File: src/rtl/kwm_pkg.sv
// Shared types and constants for the k-way record merge block.
package kwm_pkg;
    localparam int WAYS_DEF  = 7;
    localparam int QDEPTH_DEF = 8;
    localparam int KEY_W = 14;
    localparam int PAY_W = 14;
    localparam int WAY_W = 3;
    localparam int CFG_W = 3;

    typedef struct packed {
        logic [WAY_W-1:0] way;
        logic [KEY_W-1:0] key;
        logic [PAY_W-1:0] payload;
        logic             run_end;
    } t_in_item;

    typedef struct packed {
        logic [KEY_W-1:0] out_key;
        logic [PAY_W-1:0] out_payload;
        logic [WAY_W-1:0] source_way;
        logic             merge_done;
        logic             overflow;
    } t_out_item;

    // Commands from the controller to the datapath.
    typedef struct packed {
        logic push;       // store the captured record
        logic scan_start; // reset the head scan
        logic scan_step;  // compare the next way
        logic pop;        // emit the selected head
        logic clear;      // clear all run state
    } t_kwm_cmd;

    // Status from the datapath to the controller.
    typedef struct packed {
        logic push_ok;    // record belongs to an active open run with space
        logic push_full;  // record targets a full queue
        logic scan_last;  // the current scan way is the last active one
        logic blocked;    // some active open run is empty
        logic any;        // at least one head was found
        logic done;       // popping the selected head ends the merge
    } t_kwm_sts;
endpackage

File: src/rtl/kway_record_merge_top.sv
// Top level of the k-way record merge block.
//
// Input channel: i_in_valid / o_in_stall carry one record per transaction,
// tagged with its run and an end-of-run mark. Output channel: o_out_valid /
// i_out_stall carry emitted records, each with source run, a final-record
// flag and an overflow flag for a dropped push into a full queue.
// Configuration: i_cfg_we with i_cfg_wdata sets the number of active runs.
//
// Each input transaction is captured and stored, then one head scan runs per
// emitted record; the serial compare over the run heads goes through the single
// record-memory read port. A push whose record frees no emission ends after one
// head scan. After the final record of the merge a clear state resets run state.
//
// Reset clears all queue pointers, counts and end marks and sets the active
// run count to 7; record memory contents are not cleared. While the receiver
// stalls, the result register holds and the block waits before the next pop.
module kway_record_merge_top
    import kwm_pkg::*;
#(
    parameter int WAYS   = WAYS_DEF,
    parameter int QDEPTH = QDEPTH_DEF
) (
    input  logic             i_clk,
    input  logic             i_rst_n,
    input  logic             i_cfg_we,
    input  logic [CFG_W-1:0] i_cfg_wdata,
    input  logic             i_in_valid,
    output logic             o_in_stall,
    input  t_in_item         i_in_data,
    output logic             o_out_valid,
    input  logic             i_out_stall,
    output t_out_item        o_out_data
);
    logic [CFG_W-1:0] active_ways;
    t_in_item         item;
    t_kwm_cmd         cmd;
    t_kwm_sts         sts;
    t_out_item        result;

    kwm_cfg u_cfg (
        .i_clk, .i_rst_n, .i_cfg_we, .i_cfg_wdata, .o_active_ways(active_ways)
    );

    kwm_ctrl u_ctrl (
        .i_clk, .i_rst_n, .i_in_valid, .o_in_stall, .i_item(i_in_data),
        .o_item(item), .o_cmd(cmd), .i_sts(sts), .i_result(result),
        .o_out_valid, .i_out_stall, .o_out(o_out_data)
    );

    kwm_datapath #(.WAYS(WAYS), .QDEPTH(QDEPTH)) u_dp (
        .i_clk, .i_rst_n, .i_active_ways(active_ways), .i_item(item),
        .i_cmd(cmd), .o_sts(sts), .o_result(result)
    );
endmodule

File: src/rtl/kwm_datapath.sv
// Run queues, record memory and the serial minimum search.
module kwm_datapath
    import kwm_pkg::*;
#(
    parameter int WAYS   = WAYS_DEF,
    parameter int QDEPTH = QDEPTH_DEF
) (
    input  logic             i_clk,
    input  logic             i_rst_n,
    input  logic [CFG_W-1:0] i_active_ways,
    input  t_in_item         i_item,
    input  t_kwm_cmd         i_cmd,
    output t_kwm_sts         o_sts,
    output t_out_item        o_result
);
    localparam int WI_W = $clog2(WAYS);
    localparam int QI_W = $clog2(QDEPTH);
    localparam int OC_W = $clog2(QDEPTH + 1);
    localparam int AD_W = $clog2(WAYS * QDEPTH);
    localparam int NW_W = $clog2(WAYS + 1);

    logic [KEY_W+PAY_W-1:0] r_mem [WAYS*QDEPTH];
    logic [QI_W-1:0] r_rd [WAYS];
    logic [QI_W-1:0] r_wr [WAYS];
    logic [OC_W-1:0] r_occ [WAYS];
    logic [WAYS-1:0] r_fin;

    logic [WI_W-1:0] r_scan;
    logic            r_any;
    logic            r_blocked;
    logic [WI_W-1:0] r_best;
    logic [KEY_W-1:0] r_best_key;
    logic [KEY_W+PAY_W-1:0] r_rdata;

    logic [NW_W-1:0] n_ways;
    logic [NW_W-1:0] cfg_ext;
    logic            way_in;
    logic [WI_W-1:0] wsel;
    logic [WAYS-1:0] done_vec;
    logic [KEY_W-1:0] scan_key;

    assign cfg_ext = NW_W'(i_active_ways);
    always_comb begin
        n_ways = cfg_ext;
        if (cfg_ext == '0) n_ways = NW_W'(1);
        if (cfg_ext > NW_W'(WAYS)) n_ways = NW_W'(WAYS);
    end

    assign way_in = (NW_W'(i_item.way) < n_ways);
    assign wsel   = WI_W'(i_item.way);

    // Memory read address follows the scan way, or the winner during pop setup.
    logic [WI_W-1:0] rd_way;
    assign rd_way = i_cmd.scan_step ? r_scan : r_best;
    always_ff @(posedge i_clk) begin
        r_rdata <= r_mem[AD_W'(rd_way) * AD_W'(QDEPTH) + AD_W'(r_rd[rd_way])];
        if (i_cmd.push && way_in && !r_fin[wsel] && r_occ[wsel] != OC_W'(QDEPTH))
            r_mem[AD_W'(wsel) * AD_W'(QDEPTH) + AD_W'(r_wr[wsel])] <=
                {i_item.key, i_item.payload};
    end

    assign scan_key = r_rdata[KEY_W+PAY_W-1:PAY_W];

    always_comb begin
        for (int w = 0; w < WAYS; w++) begin
            if (WI_W'(w) == r_best)
                done_vec[w] = r_fin[w] && (r_occ[w] == OC_W'(1));
            else
                done_vec[w] = (NW_W'(w) >= n_ways) || (r_fin[w] && r_occ[w] == '0);
        end
    end

    assign o_sts.push_ok   = way_in && !r_fin[wsel] && r_occ[wsel] != OC_W'(QDEPTH);
    assign o_sts.push_full = way_in && !r_fin[wsel] && r_occ[wsel] == OC_W'(QDEPTH);
    assign o_sts.scan_last = (NW_W'(r_scan) + NW_W'(1) >= n_ways);
    assign o_sts.blocked   = r_blocked;
    assign o_sts.any       = r_any;
    assign o_sts.done      = &done_vec;

    // The scan issues a read for r_scan in one cycle and compares the data the next.
    logic r_cmp_pending;
    logic [WI_W-1:0] r_cmp_way;

    always_ff @(posedge i_clk) begin
        if (!i_rst_n) begin
            r_fin <= '0;
            for (int w = 0; w < WAYS; w++) begin
                r_rd[w] <= '0; r_wr[w] <= '0; r_occ[w] <= '0;
            end
            r_scan <= '0; r_any <= 1'b0; r_blocked <= 1'b0; r_cmp_pending <= 1'b0;
        end else begin
            r_cmp_pending <= 1'b0;
            if (i_cmd.clear) begin
                r_fin <= '0;
                for (int w = 0; w < WAYS; w++) begin
                    r_rd[w] <= '0; r_wr[w] <= '0; r_occ[w] <= '0;
                end
            end else if (i_cmd.push && o_sts.push_ok) begin
                r_wr[wsel]  <= (r_wr[wsel] == QI_W'(QDEPTH-1)) ? '0 : r_wr[wsel] + 1'b1;
                r_occ[wsel] <= r_occ[wsel] + 1'b1;
                if (i_item.run_end) r_fin[wsel] <= 1'b1;
            end else if (i_cmd.pop) begin
                r_rd[r_best]  <= (r_rd[r_best] == QI_W'(QDEPTH-1)) ? '0 : r_rd[r_best] + 1'b1;
                r_occ[r_best] <= r_occ[r_best] - 1'b1;
            end
            if (i_cmd.scan_start) begin
                r_scan <= '0; r_any <= 1'b0; r_blocked <= 1'b0;
            end else if (i_cmd.scan_step) begin
                r_cmp_pending <= 1'b1;
                r_cmp_way <= r_scan;
                if (!o_sts.scan_last) r_scan <= r_scan + 1'b1;
            end
            if (r_cmp_pending) begin
                if (r_occ[r_cmp_way] == '0) begin
                    if (!r_fin[r_cmp_way]) r_blocked <= 1'b1;
                end else if (!r_any || scan_key < r_best_key) begin
                    r_any <= 1'b1;
                    r_best <= r_cmp_way;
                    r_best_key <= scan_key;
                end
            end
        end
    end

    assign o_result.out_key     = r_rdata[KEY_W+PAY_W-1:PAY_W];
    assign o_result.out_payload = r_rdata[PAY_W-1:0];
    assign o_result.source_way  = WAY_W'(r_best);
    assign o_result.merge_done  = o_sts.done;
    assign o_result.overflow    = 1'b0;
endmodule

File: src/rtl/kwm_ctrl.sv
// Controller sequencing push, head scan, pop and output handshake.
module kwm_ctrl
    import kwm_pkg::*;
(
    input  logic      i_clk,
    input  logic      i_rst_n,
    input  logic      i_in_valid,
    output logic      o_in_stall,
    input  t_in_item  i_item,
    output t_in_item  o_item,
    output t_kwm_cmd  o_cmd,
    input  t_kwm_sts  i_sts,
    input  t_out_item i_result,
    output logic      o_out_valid,
    input  logic      i_out_stall,
    output t_out_item o_out
);
    localparam logic [2:0] S_IDLE = 3'd0;
    localparam logic [2:0] S_PUSH = 3'd1;
    localparam logic [2:0] S_SCAN = 3'd2;
    localparam logic [2:0] S_WAIT = 3'd3;
    localparam logic [2:0] S_READ = 3'd4;
    localparam logic [2:0] S_EMIT = 3'd5;
    localparam logic [2:0] S_HOLD = 3'd6;
    localparam logic [2:0] S_LAST = 3'd7;

    logic [2:0] r_state, n_state;
    t_in_item   r_item;
    logic       r_out_valid;
    t_out_item  r_out;
    logic       load_out;
    t_out_item  n_out;

    assign o_item      = r_item;
    assign o_in_stall  = (r_state != S_IDLE);
    assign o_out_valid = r_out_valid;
    assign o_out       = r_out;

    always_comb begin
        n_state  = r_state;
        o_cmd    = '0;
        load_out = 1'b0;
        n_out    = i_result;
        unique case (r_state)
            S_IDLE: if (i_in_valid) n_state = S_PUSH;
            S_PUSH: begin
                if (i_sts.push_full) begin
                    n_out = '{out_key: '0, out_payload: '0, source_way: r_item.way,
                              merge_done: 1'b0, overflow: 1'b1};
                    if (!r_out_valid) begin
                        load_out = 1'b1;
                        n_state  = S_IDLE;
                    end
                end else begin
                    o_cmd.push       = 1'b1;
                    o_cmd.scan_start = 1'b1;
                    n_state          = S_SCAN;
                end
            end
            S_SCAN: begin
                o_cmd.scan_step = 1'b1;
                if (i_sts.scan_last) n_state = S_LAST;
            end
            // The compare of the last way lands at the end of this cycle.
            S_LAST: n_state = S_WAIT;
            S_WAIT: begin
                if (i_sts.blocked || !i_sts.any) n_state = S_IDLE;
                else n_state = S_READ;
            end
            S_READ: n_state = S_EMIT; // fetch the winner's record
            S_EMIT: begin
                if (!r_out_valid) begin
                    load_out  = 1'b1;
                    o_cmd.pop = 1'b1;
                    if (i_sts.done) n_state = S_HOLD;
                    else begin
                        o_cmd.scan_start = 1'b1;
                        n_state = S_SCAN;
                    end
                end
            end
            S_HOLD: begin
                o_cmd.clear = 1'b1;
                n_state     = S_IDLE;
            end
            default: n_state = S_IDLE;
        endcase
    end

    always_ff @(posedge i_clk) begin
        if (!i_rst_n) begin
            r_state     <= S_IDLE;
            r_out_valid <= 1'b0;
        end else begin
            r_state <= n_state;
            if (load_out) r_out_valid <= 1'b1;
            else if (!i_out_stall) r_out_valid <= 1'b0;
        end
    end

    always_ff @(posedge i_clk) begin
        if (r_state == S_IDLE && i_in_valid) r_item <= i_item;
        if (load_out) r_out <= n_out;
    end
endmodule

File: src/rtl/kwmerge_top_unused.sv
// Configuration register for the number of merged runs.
module kwm_cfg
    import kwm_pkg::*;
(
    input  logic             i_clk,
    input  logic             i_rst_n,
    input  logic             i_cfg_we,
    input  logic [CFG_W-1:0] i_cfg_wdata,
    output logic [CFG_W-1:0] o_active_ways
);
    logic [CFG_W-1:0] r_active_ways;
    always_ff @(posedge i_clk) begin
        if (!i_rst_n) r_active_ways <= CFG_W'(7);
        else if (i_cfg_we) r_active_ways <= i_cfg_wdata;
    end
    assign o_active_ways = r_active_ways;
endmodule

File: config.mk
export PLATFORM = sky130hd
export DESIGN_NAME = kway_record_merge_top
export DESIGN_NICKNAME = d
export VERILOG_FILES = /design/src/rtl/kwm_pkg.sv /design/src/rtl/kway_record_merge_top.sv /design/src/rtl/kwm_datapath.sv /design/src/rtl/kwm_ctrl.sv /design/src/rtl/kwmerge_top_unused.sv
export SDC_FILE = /design/constraint.sdc
export NUM_CORES = 2
export LEC_CHECK = 0
export BUFFER_PORTS_ARGS = -buffer_cell sky130_fd_sc_hd__buf_2
export CAP_MARGIN = 40
export CELL_PAD_IN_SITES_DETAIL_PLACEMENT = 1
export CELL_PAD_IN_SITES_GLOBAL_PLACEMENT = 1
export CORE_UTILIZATION = 40
export DETAILED_ROUTE_END_ITERATION = 12
export PLACE_DENSITY_LB_ADDON = 0.1
export REMOVE_ABC_BUFFERS = 1
export SLEW_MARGIN = 20
export SYNTH_ARGS = -nofsm -noshare
export SYNTH_HDL_FRONTEND = slang
export SYNTH_SLANG_ARGS = --single-unit
File: constraint.sdc
create_clock -name i_clk -period 8.9 [get_ports i_clk]
set_input_delay 1.78 -clock i_clk [delete_from_list [all_inputs] [get_ports i_clk]]
set_output_delay 1.78 -clock i_clk [all_outputs]
set_load 0.05 [all_outputs]
[After elaboration in Yosys (flattened, before gate mapping)]
Memories as Yosys holds them, arrays and structs flattened. A register that Yosys moved wholly into a read port is not among the register bits.
Cells that the tools add are included.
Operators by class
  add/sub/neg operators: 7
  magnitude comparators: 14
  eq/ne operators: 29
  mux-type cells: 103
  bitwise operators: 26
  reductions and logical operators: 58
Operators with widths (number)
  3-bit two-way mux: 37
  33-bit two-way mux: 2
  1-bit two-way mux: 48
  4-bit two-way mux: 9
  4-bit logical NOT: 8
  4-bit by 1-bit == test with 1-bit output, second input constant: 7
  3-bit one-hot mux with 8 select lines: 1
  1-bit logical AND: 23
  1-bit OR: 21
  3-bit == test, second input constant: 6
  14-bit less-than comparator: 1
  6-bit by 3-bit adder with 6-bit output: 2
  3-bit by 1-bit adder with 3-bit output, second input constant: 3
  3-bit == test, first input constant: 3
  3-bit greater-or-equal comparator, first input constant: 3
  3-bit logical NOT: 3
  1-bit logical OR: 9
  3-bit by 4-bit less-than comparator with 1-bit output, second input constant: 2
  4-bit AND reduction: 2
  4-bit OR reduction: 2
  7-bit OR: 1
  7-bit AND reduction: 1
  1-bit binary-select mux with 3-bit select: 2
  2-bit by 3-bit == test with 1-bit output, first input constant: 2
  other kinds (26): 39
Word-level totals
  register bits after elaboration: 105
  bits in writable memories: 1638
  bits of input ports: 40
  output and inout bits: 35
  word-level logic and storage cells: 261
  memories kept: 4
Memories
  u_dp.r_mem: words 56, bits a word 28, read ports 1, clocked after Yosys merged registers in 1, wr ports 1, line kwm_datapath.sv:22  | logic [KEY_W+PAY_W-1:0] r_mem [WAYS*QDEPTH];
  u_dp.r_occ: words 7, bits a word 4, read ports 10, clocked after Yosys merged registers in 3, wr ports 7, line kwm_datapath.sv:25  | logic [OC_W-1:0] r_occ [WAYS];
  u_dp.r_rd: words 7, bits a word 3, read ports 2, clocked after Yosys merged registers in 1, wr ports 7, line kwm_datapath.sv:23  | logic [QI_W-1:0] r_rd [WAYS];
  u_dp.r_wr: words 7, bits a word 3, read ports 1, clocked after Yosys merged registers in 1, wr ports 7, line kwm_datapath.sv:24  | logic [QI_W-1:0] r_wr [WAYS];

[Longest topological paths before layout]
  depth in word-level cells: 16
  depth in mapped cells: 16

[Modules after synthesis]
From an unflattened synthesis, not the netlist that was laid out.
Unflattened totals
  cell total of the unflattened synthesis: 5065
  area, all modules: 71150.7 um2
Modules (own cells, without submodules)
  kwm_datapath: times used 1, cells each 4915, area an instance 68555.8 um2
  kwm_ctrl: times used 1, cells each 141, area an instance 2493.6 um2
  kwm_cfg: times used 1, cells each 9, area an instance 101.3 um2

[Worst setup path after synthesis]
No wires, ideal clock.
  path type: flip-flop to flip-flop
  start point: reg (tool-made name)
  end point: reg u_ctrl.r_out (netlist bit u_ctrl.o_out[0]) (enable)
  setup time: 0.467 ns
  arrival: 4.821 ns
  path slack: 3.613 ns
  stages on the path, launching flop included: 10
  cells stage by stage: dfxtp_1 clkbuf_1 buf_1 mux4_2 mux2i_1 ha_1 nand2_1 nor2_1 a21oi_1 nor3_1
RTL lines
  to (signal assigned): line kwm_ctrl.sv:103  | if (load_out) r_out <= n_out;
  to (decl): line kwm_ctrl.sv:30  | t_out_item r_out;

[Final worst setup path]
  start point: reg u_ctrl.r_state[2]
  end point: reg u_dp.r_rdata[26] (read register of u_dp.r_mem)
On the way
  longest elaborated chain between the ends: 5
Ends and longest elaborated chain
  from (decl): line kwm_ctrl.sv:27  | logic [2:0] r_state, n_state;
  from (signal assigned): line kwm_ctrl.sv:95  | r_state <= n_state;
  3-bit by 2-bit == test with 1-bit output *: line kwm_ctrl.sv:44  | unique case (r_state)
  1-bit two-way mux *: line kwm_ctrl.sv:44
  3-bit two-way mux *: line kwm_datapath.sv:54  | assign rd_way = i_cmd.scan_step ? r_scan : r_best;
  memory read 7 x 3 bit
  6-bit by 3-bit adder with 6-bit output *: line kwm_datapath.sv:56  | r_rdata <= r_mem[AD_W'(rd_way) * AD_W'(QDEPTH) + AD_W'(r_rd[rd_way])];
  to (decl): line kwm_datapath.sv:33  | logic [KEY_W+PAY_W-1:0] r_rdata;
Every way passes the cells marked *; elsewhere a longest branch is shown, timed or not.
A chain may end at the register's enable or synchronous reset.

==> flow_summary.yaml <==
pwr:
  finalPower_mw: 22.27
  p_per_area_mw_per_mm2: 272.3
  ir_drop_uv: 185.1
  power.leakage_nw: 27.90
finish:
  layout_common_cells: "1,733 x edfxtp_1, 1,307 x nand2_1, 496 x nand3_1"
  utilization_pct: 46.24
  drive_gt1_share_pct: 12.46
  nets: 5601
  layout_commonest_cell: "edfxtp_1"
  syn2layout_area_growth_pct: 14.25
placed_design:
  place_congestion: 0.8121
  post-place-ws_ps: 3151
  dp.final_hpwl_um: 134500
  io_buffers: 74
worst_setup_path:
  slowest_stage: "a2111oi_1"
  crit_chain: "or3b_1 -> buf_8 -> mux2i_4 -> buf_4 -> a2111oi_1 -> or4_4 -> buf_12 -> buf_4 -> nand2_1 -> and3_1 -> a311oi_1 -> o41ai_1 -> o21ai_1"
  worstPathRequired_ps: 9630
  end_kind: "flop"
  max_stage_delay_ps: 810
  critPathMaxFanout: 150
  crit_arrival_ps: 6170
  crit_top_cell: "buf_4"
  critPathKind: "flop to flop"
  cp-start-kind: "flop"
floorplan:
  rows: 154
  initial_core_util_pct: 40.48
  pin_count: 75
  coreArea_mm2: 0.1769
  dieHeight_um: 425.1
  die_w_um: 425.1
  dieArea_mm2: 0.1807
clock_tree:
  cts_resized: 0
  ctsHoldBuffers: 0
  clock_latency_ps: 820
  ctsRootBufferMaster: "clkbuf_16"
  cts_sinks: 1790
  cts_tree: "yes"
  h-tree-depth: 4
  clk_pin_slew_ps: 60
  post-cts-setup-buffers: 0
  cts_buffers: 194
  cts_buffer_depth: 3
global_route:
  grt_usage_pct: 26.14
  grt_pass1_vias: 46720
  grt_overflow: 0
  antenna_found_initial: 6
  grt_pass1_wl_um: 340800
  grt_max_degree: 154
detailed_routing:
  drtAntennaViolNets: 0
  firstDrtPassIters: 7
  post-route-drc-count: 0
  wl_um: 237800
  routedWlPerCell_um: 29.58
  viasPerCell: 5.718
  dr_total_vias: 45970
  initialDrtViolationCount: 4064
sta:
  finalHoldViolCount: 0
  fmax_mhz: 184.0
  fin_tns_setup_ps: 0
  finalCritPeriodShare_pct: 61.08
  finalSetupViolations: 0
  setup_ws_ps: 3464
  period_minus_slack_ps: 5436
  tightest_slew_ps: 859.9
  fin_skew_ps: 27.56
  maxSlewHeadroom_pct: 41.19
  grt_setup_unrepaired: "no"
  drv_slew: 0
synthesis:
  async_reset_ff_share_pct: 0
  yosys.area.top_type: "edfxtp_1"
  ys_ff_latch: 1790
  synth.distinct_cells: 70
  synth_edf_count: 1733
  yosysWarnings: 0
  synth-seq-area-share_pct: 74.28
  ys.flop_type: "edfxtp_1"
  synth_area_mm2: 0.07160
  synth.top_cell.area_share_pct: 72.69
  synth.avg_cell_area_um2: 13.28
  synth_cells: 5392
  synth.area.top_cells: "edfxtp_1 73%, nand2_1 6.9%, nand3_1 3.5%, nor2_1 2.2%, dfxtp_1 1.6%"
job:
  maxCapViolCount: 0
hold_path:
  min_path_type: "flop to flop"
run_status:
  status: "completed"
[worst max-delay path: cells and delay by family (launching register included)]
family                 cells  cell delay, ps
AOI/OAI and AO/OA          4            1620
DFF                        1             420
and+or+nand+nor            4            1370
muxes                      1             180
buffers and inverters      4            1660
[worst paths after layout]
check	endpoint	slack (ps)	startpoint	depth (start not counted)
max	u_dp.r_rdata[26]	3460	u_ctrl.r_state[2]	13
min	u_dp.r_blocked	480	u_dp.r_blocked	2
max reg2reg	u_dp.r_rdata[26]	3460	u_ctrl.r_state[2]	13
min reg2reg	u_dp.r_blocked	480	u_dp.r_blocked	2
[sequential cells by signal, summed over array words and instances (netlist names), 7 cells and up, named ones only]
signal           flops
u_dp.r_mem        1568
u_ctrl.o_out        33
u_ctrl.o_item       32
u_dp.r_occ          32
u_dp.r_rdata        28
u_dp.r_rd           24
u_dp.r_wr           24
u_dp.r_best_key     14
u_dp.r_fin           7
[power by group]
part           internal (mW)  leakage [nW]  switching [mW]
Sequential              9.81          16.2           0.255
Clock                   4.43          2.96            3.36
Combinational           1.19          8.78            3.23
Total                   15.4          27.9            6.85
[stage by stage]
step | hold slack [ps] | instance area [µm²] | instances
5_1_grt | 501.7 | 81790 | 8037
6_report | 476.1 | 81800 | 8039
3_5_place_dp | 467.9 | 75730 | 7677
4_1_cts | 478.4 | 81760 | 8033
2_1_floorplan | 413.3 | 69970 | 5062
3_3_place_gp | 470.3 | 75260 | 7639
[cell type report]
class	instances	area, µm²
fillers	17810	95080
flip-flops and latches	1790	53180
diodes	2	5.005
clock inverters	94	719.4
repair buffers	279	2222
well taps	2340	2928
clock buffers	262	5315
multi-input cells	3231	17280
inverters	41	153.9
[layer usage]
metal | global-route usage (%) | vias up | share of wire [%]
met1 | 35.91 | 24270 | 44
met4 | 7.950 | 2 | 3.0
met2 | 43.37 | 1226 | 48
met3 | 3.237 | 327 | 4.7
li1 | - | 20140 | -
met5 | 0 | - | 0.0055
[synth_stat cells, types with 34 or more instances]
library cell	count
a2111oi_0	41
a21boi_0	40
a21oi_1	226
a31oi_1	44
and2_1	42
and3_1	52
buf_2	110
clkbuf_1	144
dfxtp_1	57
edfxtp_1	1733
inv_1	41
mux2i_1	56
mux4_2	34
nand2_1	1313
nand3_1	500
nor2_1	414
nor4_1	48
o21ai_0	51
o22ai_1	66
[logic make-up after synthesis]
| kind of cell | count (synthesis) | synth area share (%) |
|---|---|---|
| xor+xnor | 11 | 0.1346 |
| simple gates | 2457 | 14.63 |
| buf+inv | 371 | 2.490 |
| mux | 119 | 2.345 |
| flops | 1790 | 74.28 |
| fa+ha+maj | 25 | 0.4334 |
| compound gates | 619 | 5.688 |
(Power assumes the default switching activity.)
